**src/sv/qvr_pkg.sv**
```systemverilog
`timescale 1ns / 1ps

package qvr_pkg;

	// Quaternion registers are always 16 bits, signed, Q1.QUAT_FRAC_BITS.
	localparam int QUAT_REG_WIDTH = 16;

	// Defaults for the top-level parameters.
	localparam int COORD_WIDTH_DEF = 16;
	localparam int QUAT_FRAC_BITS_DEF = 14;

	// Configuration port geometry: four 32-bit registers at byte offsets 4*i.
	localparam int CFG_DATA_WIDTH = 32;
	localparam int CFG_ADDR_WIDTH = 4;

	// Register indexes, taken from paddr[3:2].
	typedef enum logic [1:0] {
		REG_QUAT_X,
		REG_QUAT_Y,
		REG_QUAT_Z,
		REG_QUAT_W
	} reg_idx_t;

	// The rotation quaternion as held by the register file.
	typedef struct packed {
		logic signed [QUAT_REG_WIDTH-1:0] x;
		logic signed [QUAT_REG_WIDTH-1:0] y;
		logic signed [QUAT_REG_WIDTH-1:0] z;
		logic signed [QUAT_REG_WIDTH-1:0] w;
	} quat_t;

	// Width of the intermediate product t = q * v after rounding: a sum of three
	// coordinate-by-quaternion products, plus the rounding carry, less the fraction.
	function automatic int t_width(int coord_width, int frac_bits);
		return coord_width + QUAT_REG_WIDTH + 3 - frac_bits;
	endfunction

endpackage

```
**src/sv/qvr_cfg_regs.sv**
```systemverilog
`timescale 1ns / 1ps

module qvr_cfg_regs import qvr_pkg::*; #(
	parameter int QUAT_FRAC_BITS = QUAT_FRAC_BITS_DEF
) (
	input  logic                      clk,
	input  logic                      arst_n,
	input  logic                      psel,
	input  logic                      penable,
	input  logic                      pwrite,
	input  logic [CFG_ADDR_WIDTH-1:0] paddr,
	input  logic [CFG_DATA_WIDTH-1:0] pwdata,
	output logic [CFG_DATA_WIDTH-1:0] prdata,
	output logic                      pready,
	output quat_t                     quat
);

	// One in Q1.QUAT_FRAC_BITS, truncated to the register width.
	localparam logic [QUAT_REG_WIDTH-1:0] W_RESET =
		QUAT_REG_WIDTH'(64'd1 << QUAT_FRAC_BITS);

	quat_t    quat_q;
	reg_idx_t idx;
	logic     wr_en;

	assign pready = 1'b1;
	assign idx    = reg_idx_t'(paddr[3:2]);
	assign wr_en  = psel && penable && pwrite && pready;
	assign quat   = quat_q;

	// Register writes in the access phase.
	always_ff @(posedge clk or negedge arst_n) begin
		if (!arst_n) begin
			quat_q.x <= '0;
			quat_q.y <= '0;
			quat_q.z <= '0;
			quat_q.w <= W_RESET;
		end else if (wr_en) begin
			case (idx)
				REG_QUAT_X: quat_q.x <= pwdata[QUAT_REG_WIDTH-1:0];
				REG_QUAT_Y: quat_q.y <= pwdata[QUAT_REG_WIDTH-1:0];
				REG_QUAT_Z: quat_q.z <= pwdata[QUAT_REG_WIDTH-1:0];
				REG_QUAT_W: quat_q.w <= pwdata[QUAT_REG_WIDTH-1:0];
				default: ;
			endcase
		end
	end

	// Read data is the sign-extended register value.
	always_comb begin
		case (idx)
			REG_QUAT_X: prdata = CFG_DATA_WIDTH'(quat_q.x);
			REG_QUAT_Y: prdata = CFG_DATA_WIDTH'(quat_q.y);
			REG_QUAT_Z: prdata = CFG_DATA_WIDTH'(quat_q.z);
			REG_QUAT_W: prdata = CFG_DATA_WIDTH'(quat_q.w);
			default:    prdata = '0;
		endcase
	end

endmodule

```
**config.mk**
```make
export PLATFORM = sky130hd
export DESIGN_NAME = qvr_cfg_regs
export DESIGN_NICKNAME = d
export VERILOG_FILES = /design/src/sv/qvr_pkg.sv /design/src/sv/qvr_cfg_regs.sv
export SDC_FILE = /design/constraint.sdc
export NUM_CORES = 1
export LEC_CHECK = 0
export BUFFER_PORTS_ARGS = -buffer_cell sky130_fd_sc_hd__buf_2
export CAP_MARGIN = 10
export CORE_MARGIN = 5
export CORE_UTILIZATION = 35
export CTS_BUF_LIST = sky130_fd_sc_hd__clkbuf_8
export DETAILED_ROUTE_END_ITERATION = 12
export HOLD_SLACK_MARGIN = 0.02
export PLACE_DENSITY = 0.73
export SLEW_MARGIN = 20
export SYNTH_ARGS = -nofsm -noshare
export SYNTH_HDL_FRONTEND = slang
export SYNTH_SLANG_ARGS = --single-unit
```
**constraint.sdc**
```tcl
create_clock -name clk -period 3.6 [get_ports clk]
set_clock_uncertainty 0.15 [all_clocks]
set_input_delay 0.54 -clock clk [delete_from_list [all_inputs] [get_ports clk]]
set_output_delay 0.54 -clock clk [all_outputs]
set_load 0.005 [all_outputs]
```
==> flow_summary.toml <==
[power]
ir_drop_mv = 0.2819
clockPowerShare_pct = 23.3
p_int_mw = 1.518
cellPowerDensity_nw_per_um2 = 579.0
p_comb_share_pct = 29.4
total_power_mw = 2.145
p_seq_share_pct = 47.2
p_sw_share_pct = 29.23
p_switching_mw = 0.6271
leakagePower_nw = 1.867

[floorplan]
core_um2 = 8299
die_x_um = 102.6
die_h_um = 102.6
initial_core_util_pct = 36.18
rows = 33
pin_count = 138
design.die.area_um2 = 10530

[sta]
hold_violations = 0
timing.final.crit_share_pct = 78.41
timing.fmax_ghz = 0.3543
slew_violations = 0
relSlewSlack_pct = 28.90
finalSetupViolations = 0
rsz0062_at_grt = "no"
worstMarginPinSlew_ns = 1.067
fin_tns_setup_ns = 0
layout_min_cycle_time_ns = 2.823

[detailed_routing]
via_count = 1933
drc = 0
postRouteAntennaNets = 0
finalWirelength_um = 7310
drtPass1Iterations = 4
drt-wirelength-per-cell_um = 18.60
initialDrtViolationCount = 45
via_per_inst = 4.919

[cells_and_area]
antenna_cells = 0
syn_to_final_growth_pct = 23.37
nets = 325
largest_register_ffs = 64
drive_above_1_share_pct = 73.96

[synthesis]
netlist_top_cells_count = "dfrtp_1 (63), mux2_2 (54), buf_4 (19), mux4_2 (11), mux2_4 (10)"
ys_warn_count = 0
synth_top_cell_by_area = "dfrtp_1"
ys_types = 19
syn_area_per_cell_um2 = 16.78
ys_seq_elements = 64
yosysSeqAreaShare_pct = 53.37
synthCells = 179
ys.flop_type = "dfrtp_1"
async_flop_share_pct = 100.0
yosysMostFrequentCell = "dfrtp_1"
synth_top_area_share_pct = 52.50
syn_nets = 220
synth_enable_flop_cells = 0
synthTopCellsByArea = "dfrtp_1 (53%), mux2_2 (20%), mux4_2 (8.2%)"
netlist_area_um2 = 3003

[cts]
h-tree-depth = 3
cts_tree = "done"
holdBufCountCts = 0
clkTransAtPathRegs_ns = 0.07
worstSkewPairLatency_ns = 0.32
cts.sinks = 64
cts_made_buffers = 9
root_buffer = "clkbuf_8"
postCtsSetupBuffers = 0
clk_path_buf_depth = 2
cts_resized = 0

[critical_path]
path_cells = "buf_2, mux4_1, buf_2"
crit_path_max_incr_delay_ns = 0.83
path_buf_inv = 2
cp_common_cell = "buf_2"
cp.depth = 3
cp.arrival_ns = 2.13
critPathMaxFanout = 19
reg2reg_depth = 1
r2r_start = "quat[0]"
cp-start-kind = "input port"
worstPathRequired_ns = 2.91
crit_path_end_kind = "primary output"
critical-path-top-delay-family = "multiplexers"
startpoint = "paddr[2]"
slowest_stage = "mux4_1"
critical_path_class = "in2out"

[run_status]
status = "finished clean"

[flow_run]
drv_cap = 0

[place]
portBuffers = 118
place.gp.congestion = 0.6657
hpwlAfterDp_um = 5168

[grt]
grt_pass1_vias = 2053
grt_pass1_wl_um = 11190
grt_use_total_pct = 14.20
antenna_found_initial = 0
grt_max_degree = 34
grt.overflow.total = 0

[hold_path]
hold_path_class = "in2async"
[cell families after synthesis]
family	count (synthesis)	share of synthesized area (%)
multiplexers	80	37.87
AND/OR/NAND/NOR	6	1.334
flip-flops	64	53.38
other	1	0.1249
buffers and inverters	28	7.291
[final cells by class]
| cell class | count | area, um^2 |
|---|---|---|
| flip-flops and latches | 64 | 1603 |
| inverters | 1 | 3.754 |
| repair buffers | 121 | 625.6 |
| clock buffers | 9 | 123.9 |
| multi-input cells | 87 | 1187 |
| clock inverters | 6 | 30.03 |
| fillers | 769 | 4594 |
| well taps | 105 | 131.4 |
[power by group through the flow]
stage | combinational, mW | sequential, mW | clock [mW]
after floorplan | 0.359 | 1.02 | 0
after global placement | 0.635 | 1.01 | 0
after detailed placement | 0.648 | 1.03 | 0
after CTS | 0.651 | 1.01 | 0.516
after global routing | 0.694 | 1.04 | 0.553
final | 0.632 | 1.01 | 0.500
[layer usage]
metal  wire, um  vias to the layer above  part of all wire [%]  GRT usage (%)
met2       3777                       78                    52          24.43
met3        584                        5                   8.0          4.601
met5          0                        -                     0              0
li1           -                      854                     -              -
met1       2919                      996                    40          17.31
met4         29                        0                  0.40          3.431
[final timing paths]
check / endpoint / slack (ns)
setup / recovery: prdata[28] / 0.78
hold / removal: quat[36] / 0.13
setup reg to reg: quat[0] / 2.66
hold reg to reg: quat[9] / 0.38
max in group asynchronous: quat[14] / 2.47
min in group clk: quat[33] / 0.33
[stage by stage]
stage          util (%)  setup WS, ns  instance area [um^2]  std cells  hold WS [ns]
3_3_place_gp      42.79        0.7602                  3551        378        0.3524
6_report          44.64        0.7774                  3705        393        0.1307
2_1_floorplan         -         1.247                  3003        179       0.09441
5_1_grt           44.64        0.6255                  3705        393        0.1763
4_1_cts           44.64        0.7156                  3705        393        0.1445
3_5_place_dp      42.79        0.7252                  3551        378        0.3617
[layout by cell type (no fill, tap or decap), drive strengths merged]
cell type and count:
nand4 1, nor2 1, clkinv 3, buf 121, inv 3, clkinvlp 1, mux4 16, or2 1
mux2 64, conb 1, or3 1, nand3 1, dfrtp 63, clkbuf 9, dfstp 1, nor3 1
(Power assumes the default switching activity.)
